[src/hdl/assert_macros.svh]
// Assertion macros for the RTL of the schedule unit.
`ifndef ASSERT_MACROS_SVH
`define ASSERT_MACROS_SVH

// Checked on every clock edge outside reset.
`define BCS_ASSERT(label, clk, rst, prop, msg) \
   label: assert property (@(posedge clk) disable iff (rst) prop) else $error(msg);

// Checked on every clock edge, reset included.
`define BCS_ASSERT_ALWAYS(label, clk, prop, msg) \
   label: assert property (@(posedge clk) prop) else $error(msg);

`endif

[src/hdl/bcs_pkg.sv]
// Types and constants of the beacon schedule unit.
package bcs_pkg;

   localparam int NumEntries = 2;
   localparam int IdxW       = (NumEntries > 1) ? $clog2(NumEntries) : 1;
   localparam int CntW       = $clog2(NumEntries + 1);
   localparam int IdW        = 4;
   localparam int SecW       = 32;
   localparam int BitCntW    = $clog2(SecW);
   localparam int ReqDataW   = 104;
   localparam int RspDataW   = 8;

   localparam logic [1:0] KIND_SET    = 2'd0;
   localparam logic [1:0] KIND_TICK   = 2'd1;
   localparam logic [1:0] KIND_SELECT = 2'd2;

   typedef enum logic [2:0] {
      ST_IDLE,
      ST_WALK,
      ST_DIVIDE,
      ST_EVAL,
      ST_FINISH
   } state_type;

endpackage

[src/hdl/beacon_config_schedule_unit.sv]
// Beacon profile schedule: entry table, tick walk with bit-serial remainder.
//
// channel  dir  tdata / tuser / tlast
// req_     in   tdata: entry_id, start_second, repeat_interval, now_second; tuser: kind
// rsp_     out  tdata: status, select_valid, selected_id; tlast: last of the item
//
// Set, select and unknown kinds, and a tick of an unchanged second, go from ST_IDLE straight
// to ST_FINISH, which registers the result. Any other tick checks each entry it walks in ST_WALK,
// and the end of the table when the walk is not cut short; for each periodic entry tested, its
// (now - start) mod interval runs through a restoring divider, 32 steps of one bit, and ST_EVAL
// then tests it. Reset empties every entry and clears the last second seen.
// A stalled rsp_ holds the walk only when a further result is due while one waits.
module beacon_config_schedule_unit (
   input  logic                          clock,
   input  logic                          reset,
   input  logic                          req_tvalid,
   output logic                          req_tready,
   // [7:0] entry_id, [39:8] start_second, [71:40] repeat_interval, [103:72] now_second
   input  logic [bcs_pkg::ReqDataW-1:0]  req_tdata,
   // [1:0] kind
   input  logic [1:0]                    req_tuser,
   output logic                          rsp_tvalid,
   input  logic                          rsp_tready,
   // [0] status, [1] select_valid, [5:2] selected_id, [7:6] zero
   output logic [bcs_pkg::RspDataW-1:0]  rsp_tdata,
   output logic                          rsp_tlast
);
   import bcs_pkg::*;

   `include "assert_macros.svh"

   state_type              state_ff, state_in;
   logic [CntW-1:0]        idx_ff, idx_in;
   logic [SecW-1:0]        now_ff, now_in;
   logic [SecW-1:0]        last_seen_ff, last_seen_in;
   logic [SecW-1:0]        start_ff [NumEntries];
   logic [SecW-1:0]        start_in [NumEntries];
   logic [SecW-1:0]        intv_ff [NumEntries];
   logic [SecW-1:0]        intv_in [NumEntries];
   logic                   pend_sel_ff, pend_sel_in;
   logic [IdW-1:0]         pend_id_ff, pend_id_in;
   logic                   pend_status_ff, pend_status_in;
   logic [SecW-1:0]        rem_ff, rem_in;
   logic [SecW-1:0]        dvd_ff, dvd_in;
   logic [SecW-1:0]        div_ff, div_in;
   logic [BitCntW-1:0]     bit_cnt_ff, bit_cnt_in;
   logic                   rsp_valid_ff, rsp_valid_in;
   logic [RspDataW-1:0]    rsp_data_ff, rsp_data_in;
   logic                   rsp_last_ff, rsp_last_in;

   logic [7:0]             req_id;
   logic [SecW-1:0]        req_start, req_intv, req_now;
   logic                   push_ok;
   logic [SecW-1:0]        cur_s, cur_v;
   logic [SecW:0]          rem_sh, rem_diff;
   logic [RspDataW-1:0]    pend_word;

   assign req_id    = req_tdata[7:0];
   assign req_start = req_tdata[39:8];
   assign req_intv  = req_tdata[71:40];
   assign req_now   = req_tdata[103:72];

   assign req_tready = (state_ff == ST_IDLE);
   assign rsp_tvalid = rsp_valid_ff;
   assign rsp_tdata  = rsp_data_ff;
   assign rsp_tlast  = rsp_last_ff;

   assign push_ok   = !rsp_valid_ff || rsp_tready;
   assign cur_s     = start_ff[idx_ff[IdxW-1:0]];
   assign cur_v     = intv_ff[idx_ff[IdxW-1:0]];
   assign rem_sh    = {rem_ff, dvd_ff[SecW-1]};
   assign rem_diff  = rem_sh - {1'b0, div_ff};
   assign pend_word = {2'b00, pend_id_ff, pend_sel_ff, pend_status_ff};

   always_comb begin
      state_in       = state_ff;
      idx_in         = idx_ff;
      now_in         = now_ff;
      last_seen_in   = last_seen_ff;
      start_in       = start_ff;
      intv_in        = intv_ff;
      pend_sel_in    = pend_sel_ff;
      pend_id_in     = pend_id_ff;
      pend_status_in = pend_status_ff;
      rem_in         = rem_ff;
      dvd_in         = dvd_ff;
      div_in         = div_ff;
      bit_cnt_in     = bit_cnt_ff;
      rsp_valid_in   = rsp_valid_ff && !rsp_tready;
      rsp_data_in    = rsp_data_ff;
      rsp_last_in    = rsp_last_ff;

      unique case (state_ff)
         ST_IDLE: begin
            if (req_tvalid) begin
               pend_sel_in    = 1'b0;
               pend_id_in     = '0;
               pend_status_in = 1'b0;
               state_in       = ST_FINISH;
               unique case (req_tuser)
                  KIND_SET: begin
                     if (req_id >= 8'(NumEntries)) begin
                        pend_status_in = 1'b1;
                     end else if (req_start == '0 && req_intv == '0) begin
                        start_in[req_id[IdxW-1:0]] = '0;
                        intv_in[req_id[IdxW-1:0]]  = '0;
                        pend_sel_in = 1'b1;
                        pend_id_in  = req_id[IdW-1:0];
                     end else begin
                        start_in[req_id[IdxW-1:0]] = req_start;
                        intv_in[req_id[IdxW-1:0]]  = req_intv;
                     end
                  end
                  KIND_TICK: begin
                     if (req_now != last_seen_ff) begin
                        last_seen_in = req_now;
                        now_in       = req_now;
                        idx_in       = '0;
                        state_in     = ST_WALK;
                     end
                  end
                  KIND_SELECT: begin
                     if (req_id >= 8'(NumEntries)) begin
                        pend_status_in = 1'b1;
                     end else begin
                        pend_sel_in = 1'b1;
                        pend_id_in  = req_id[IdW-1:0];
                     end
                  end
                  default: begin
                  end
               endcase
            end
         end

         ST_WALK: begin
            if (idx_ff == CntW'(NumEntries)) begin
               state_in = ST_FINISH;
            end else if (now_ff < cur_s) begin
               idx_in = idx_ff + 1'b1;
            end else if (cur_v == '0) begin
               if (cur_s == '0) begin
                  state_in = ST_FINISH;
               end else if (!pend_sel_ff || push_ok) begin
                  // one-shot due: earlier pending selection goes out, not last
                  if (pend_sel_ff) begin
                     rsp_valid_in = 1'b1;
                     rsp_data_in  = pend_word;
                     rsp_last_in  = 1'b0;
                  end
                  pend_sel_in = 1'b1;
                  pend_id_in  = IdW'(idx_ff);
                  start_in[idx_ff[IdxW-1:0]] = '0;
                  intv_in[idx_ff[IdxW-1:0]]  = '0;
                  idx_in = idx_ff + 1'b1;
               end
            end else begin
               rem_in     = '0;
               dvd_in     = now_ff - cur_s;
               div_in     = cur_v;
               bit_cnt_in = BitCntW'(SecW - 1);
               state_in   = ST_DIVIDE;
            end
         end

         ST_DIVIDE: begin
            // restoring division, one quotient bit a cycle; only the remainder is kept
            rem_in     = rem_diff[SecW] ? rem_sh[SecW-1:0] : rem_diff[SecW-1:0];
            dvd_in     = {dvd_ff[SecW-2:0], 1'b0};
            bit_cnt_in = bit_cnt_ff - 1'b1;
            if (bit_cnt_ff == '0) begin
               state_in = ST_EVAL;
            end
         end

         ST_EVAL: begin
            if (rem_ff != '0) begin
               idx_in   = idx_ff + 1'b1;
               state_in = ST_WALK;
            end else if (!pend_sel_ff || push_ok) begin
               if (pend_sel_ff) begin
                  rsp_valid_in = 1'b1;
                  rsp_data_in  = pend_word;
                  rsp_last_in  = 1'b0;
               end
               pend_sel_in = 1'b1;
               pend_id_in  = IdW'(idx_ff);
               state_in    = ST_FINISH;
            end
         end

         ST_FINISH: begin
            if (push_ok) begin
               rsp_valid_in = 1'b1;
               rsp_data_in  = pend_word;
               rsp_last_in  = 1'b1;
               state_in     = ST_IDLE;
            end
         end

         default: begin
            state_in = ST_IDLE;
         end
      endcase
   end

   always_ff @(posedge clock) begin
      if (reset) begin
         state_ff       <= ST_IDLE;
         idx_ff         <= '0;
         last_seen_ff   <= '0;
         pend_sel_ff    <= 1'b0;
         pend_id_ff     <= '0;
         pend_status_ff <= 1'b0;
         rsp_valid_ff   <= 1'b0;
         for (int i = 0; i < NumEntries; i++) begin
            start_ff[i] <= '0;
            intv_ff[i]  <= '0;
         end
      end else begin
         state_ff       <= state_in;
         idx_ff         <= idx_in;
         last_seen_ff   <= last_seen_in;
         pend_sel_ff    <= pend_sel_in;
         pend_id_ff     <= pend_id_in;
         pend_status_ff <= pend_status_in;
         rsp_valid_ff   <= rsp_valid_in;
         start_ff       <= start_in;
         intv_ff        <= intv_in;
      end
   end

   always_ff @(posedge clock) begin
      now_ff      <= now_in;
      rem_ff      <= rem_in;
      dvd_ff      <= dvd_in;
      div_ff      <= div_in;
      bit_cnt_ff  <= bit_cnt_in;
      rsp_data_ff <= rsp_data_in;
      rsp_last_ff <= rsp_last_in;
   end

   `BCS_ASSERT(a_div_done, clock, reset, (state_ff == ST_DIVIDE && bit_cnt_ff == '0) |=> (state_ff == ST_EVAL), "divider did not hand over after the last bit")
   `BCS_ASSERT(a_rem_below_div, clock, reset, (state_ff == ST_DIVIDE) |-> (rem_ff < div_ff), "partial remainder not below the interval")
   `BCS_ASSERT(a_pend_id_zero, clock, reset, !pend_sel_ff |-> (pend_id_ff == '0), "unselected word carries a profile id")
   `BCS_ASSERT(a_walk_bound, clock, reset, (state_ff == ST_WALK) |-> (idx_ff <= CntW'(NumEntries)), "walk index past the table")

endmodule

[config.mk]
export PLATFORM = sky130hd
export DESIGN_NAME = beacon_config_schedule_unit
export DESIGN_NICKNAME = d
export VERILOG_FILES = /design/src/hdl/bcs_pkg.sv /design/src/hdl/beacon_config_schedule_unit.sv
export VERILOG_INCLUDE_DIRS = /design/src /design/src/hdl
export SDC_FILE = /design/constraint.sdc
export NUM_CORES = 1
export LEC_CHECK = 0
export ABC_CLOCK_PERIOD_IN_PS = 17910
export BUFFER_PORTS_ARGS = -buffer_cell sky130_fd_sc_hd__buf_4
export CAP_MARGIN = 20
export CORE_MARGIN = 5
export CORE_UTILIZATION = 65
export CTS_BUF_LIST = sky130_fd_sc_hd__clkbuf_4
export CTS_CLUSTER_SIZE = 20
export DETAILED_ROUTE_END_ITERATION = 6
export PLACE_DENSITY = 0.85
export SLEW_MARGIN = 20
export SYNTH_ARGS = -nofsm -noshare
export SYNTH_HDL_FRONTEND = slang
export SYNTH_SLANG_ARGS = --single-unit
[constraint.sdc]
create_clock -name clock -period 17.91 [get_ports clock]
set_clock_uncertainty 0.2 [all_clocks]
set_input_delay 2.6865 -clock clock [delete_from_list [all_inputs] [get_ports clock]]
set_output_delay 2.6865 -clock clock [all_outputs]
set_load 0.05 [all_outputs]
==> summary.md <==
| Metric | Value |
|---|---|
| Storage element area | `7710 um^2` |
| Most common library cell in the layout ignoring fill and taps | `sky130_fd_sc_hd__a21oi_1` |
| Number of warnings issued by yosys | `0` |
| Unrepaired setup endpoints after global routing | `no` |
| Global routing usage summed across all routing layers | `31.0%` |
| Total clock buffers created by CTS | `82` |
| Count of maximum capacitance violations | `0` |
| Time the final worst path needs with I/O delays and setup | `5.88 ns` |
| Status | `finished, final reports clean` |
| Commonest cells after routing, fill and taps aside | `sky130_fd_sc_hd__a21oi_1 (175), sky130_fd_sc_hd__dfxtp_1 (171), sky130_fd_sc_hd__nor2_1 (164)` |
| Count of state elements after synthesis | `314` |
| Fraction of registers with async set/reset | `0%` |
| Pin count of the biggest net entering global routing | `102` |
| Hold Buf Count CTS | `0` |
| Worst hold path type | `flip-flop to flip-flop` |
| GR met1 Demand/Resource | `43.5%` |
| PwrDens | `163 nW/um^2` |
| Number of clock sinks seen by CTS | `314` |
| Sequential cell area fraction in the yosys report | `44.2%` |
| Final nets | `2071` |
| Met3 routing resource usage after global routing | `6.06%` |
| H-tree lvl count | `3` |
| Total routed wirelength | `48800 um` |
| Post-synth top area cell | `sky130_fd_sc_hd__edfxtp_1` |
| Relative slew slack | `25.6%` |
| Static Leak | `7.84 nW` |
| Clk slew on worst S/H paths | `0.07 ns` |
| Dominant register cell in the synthesized netlist | `sky130_fd_sc_hd__dfxtp_1` |
| Final hold vios | `0` |
| Type of the worst setup path | `flip-flop to flip-flop` |
| Cell Rows | `60` |
| First-pass iteration count of the detailed router | `6` |
| Final setup violation count | `0` |
| Max Fclk | `0.170 GHz` |
| Cells after Synth | `1781` |
| Mapped Area | `17400 um^2` |
| First-pass GRT wire length | `77100 um` |
| Crit path capture type | `flip-flop` |
| Total gr overflow | `0` |
| Share of post-route cells with drive strength above 1 | `17.8%` |
| Worst IR Drop VDD | `117 uV` |
| Post-CTS setup buffer count | `0` |
| Proportion of netlist area held by the largest area contributor | `24.5%` |
| PortBufs | `120` |
| DPL Wire Length | `32500 um` |
| Data arrival time at the worst-slack endpoint | `6.32 ns` |
| Number of resized instances in the post-cts repair step | `0` |
| GR Util met2 | `48.6%` |
| Number of antenna violations at the first check in global routing | `1` |
| Main area contributors after synthesis | `sky130_fd_sc_hd__edfxtp_1 (24%), sky130_fd_sc_hd__dfxtp_1 (20%), sky130_fd_sc_hd__a21oi_1 (5.0%), sky130_fd_sc_hd__mux2i_1 (4.9%), sky130_fd_sc_hd__ha_1 (4.7%)` |
| Wire per inst | `21.2 um` |
| Die Wd | `174 um` |
| Count of flip-flops with a built-in enable after synthesis | `142` |
| Core Area | `26700 um^2` |
| DRC Markers | `0` |
| Worst Hold Margin | `0.268 ns` |
| Max-slew violation total from the final report | `0` |
| Area used by multi-input combinational logic | `9020 um^2` |
| Post-DR vias/cell | `6.63` |
| Period utilization | `32.8%` |
| Effective utilization at floorplan | `65.4%` |
| Clock tree from TritonCTS | `built` |
| Layer carrying the most global-route usage | `met2` |
| Worst-Margin Slew | `1.12 ns` |
| Die height | `174 um` |
| First DRT Iteration DRCs | `2155` |
| Cell at the root of the clock tree | `sky130_fd_sc_hd__clkbuf_4` |
| Clock buffer depth | `3` |
| Category of the worst setup path launch point | `flip-flop` |
| Via count of the first global-routing pass | `14600` |
| Residual antenna-violating net count after detailed routing | `0` |
| Number of distinct library cells after synthesis | `77` |
| Synthesis-to-layout area growth | `12.0%` |
| IO Pins | `121` |
| Syn nets | `1959` |
| Overall via count from detail_route | `15300` |
| Final Wtd Congestion | `0.969` |
| Worst Path Required | `18.34 ns` |
| Layout filler cell count | `1790` |
| Setup Total Neg Slack | `0 ns` |
| Post-synthesis area per instance | `9.78 um^2` |
| Clock network latency to the later pin of the worst-skew pair | `0.76 ns` |
| Die area | `30200 um^2` |
| CP Max Fanout | `77` |
-- power by group --
part / switching (mW) / total (mW) / internal [mW] / leakage, nW
Combinational: 0.861 / 1.40 / 0.542 / 4.47
Clock: 0.318 / 0.661 / 0.343 / 0.669
Sequential: 0.131 / 1.11 / 0.978 / 2.70
-- sequential cells by signal (all words and copies together), names as in the netlist --
register        count
bit_cnt_ff          5
start_ff           64
dvd_ff             32
rsp_tdata           8
now_ff             32
pend_status_ff      1
pend_sel_ff         1
intv_ff            64
pend_id_ff          4
rem_ff             32
state_ff            3
div_ff             32
rsp_tlast           1
idx_ff              2
last_seen_ff       32
rsp_tvalid          1
-- path summary, 6_finish.rpt --
kind / start / end / slack (ns) / cells after the start
max: idx_ff[0] / intv_ff[29] / 12.03 / 13
min: pend_id_ff[2] / pend_id_ff[2] / 0.27 / 1
max reg2reg: idx_ff[0] / intv_ff[29] / 12.03 / 13
min reg2reg: pend_id_ff[2] / pend_id_ff[2] / 0.27 / 1
-- critical path, stage by stage (launching register included) --
cell                       delay [ns]
sky130_fd_sc_hd__dfxtp_4         0.90
sky130_fd_sc_hd__buf_4           0.86
sky130_fd_sc_hd__mux2i_1         0.34
sky130_fd_sc_hd__ha_1            0.33
sky130_fd_sc_hd__a21o_1          0.20
sky130_fd_sc_hd__a21oi_1         0.14
sky130_fd_sc_hd__a21boi_0        0.10
sky130_fd_sc_hd__a211o_2         0.41
sky130_fd_sc_hd__a21oi_4         0.29
sky130_fd_sc_hd__nor2_4          0.06
sky130_fd_sc_hd__buf_4           0.37
sky130_fd_sc_hd__a21oi_4         0.76
sky130_fd_sc_hd__buf_4           0.54
sky130_fd_sc_hd__a22o_1          0.22
-- synth_stat cells, drive strengths merged (18+ instances only) --
cell    instances
a31oi          34
xnor2          33
nand3          51
mux2           35
a21oi         180
inv            52
buf            33
nand2b         18
mux2i          85
xor2           59
a211oi         46
a311oi         35
nand2          74
nor2          168
ha             66
a21o           56
a22o           69
dfxtp         172
o21ai          85
nor4           54
clkbuf         76
edfxtp        142
nor3           27
-- kinds of logic (layout without fill, tap and decap cells) --
logic type                 after synthesis  count (layout)  synth area share [%]
AOI/OAI and AO/OA                      562             562                  21.9
xor gates and xnor gates                92              92                  4.73
adders and majority gates               68              68                  4.97
buffers and inverters                  161             341                  4.14
DFF                                    314             314                  44.2
muxes                                  120             120                  7.15
other                                    0               1                     0
and+or+nand+nor                        464             464                  12.9
-- area by class of cell --
cell class / instances / area share, %
antenna: 1 / 0.0128
timing repair buffer: 137 / 5.31
tap: 341 / 2.19
clock inverter: 19 / 0.635
clock buffer: 133 / 5.12
sequential: 314 / 39.5
inverter: 52 / 1.00
multi-input combinational: 1306 / 46.2
-- metal layers --
| metal | up-vias | part of all wire, % |
|---|---|---|
| met1 | 7232 | 41 |
| met4 | 0 | 3.2 |
| met2 | 916 | 45 |
| met3 | 142 | 10 |
| met5 | - | 0 |
| li1 | 6981 | - |
-- stage by stage --
step           setup WS (ns)  power, mW  util (%)  cell area, um^2  instances
2_1_floorplan          10.69       2.17         -            17400       1781
3_3_place_gp           11.92       2.43      68.9            18400       2149
3_5_place_dp           11.75       2.48      68.9            18400       2149
4_1_cts                12.15       3.15      73.2            19500       2301
5_1_grt                11.75       3.36      73.2            19500       2303
6_report               12.03       3.17      73.2            19500       2303
Power figures use the tool's default switching activity.
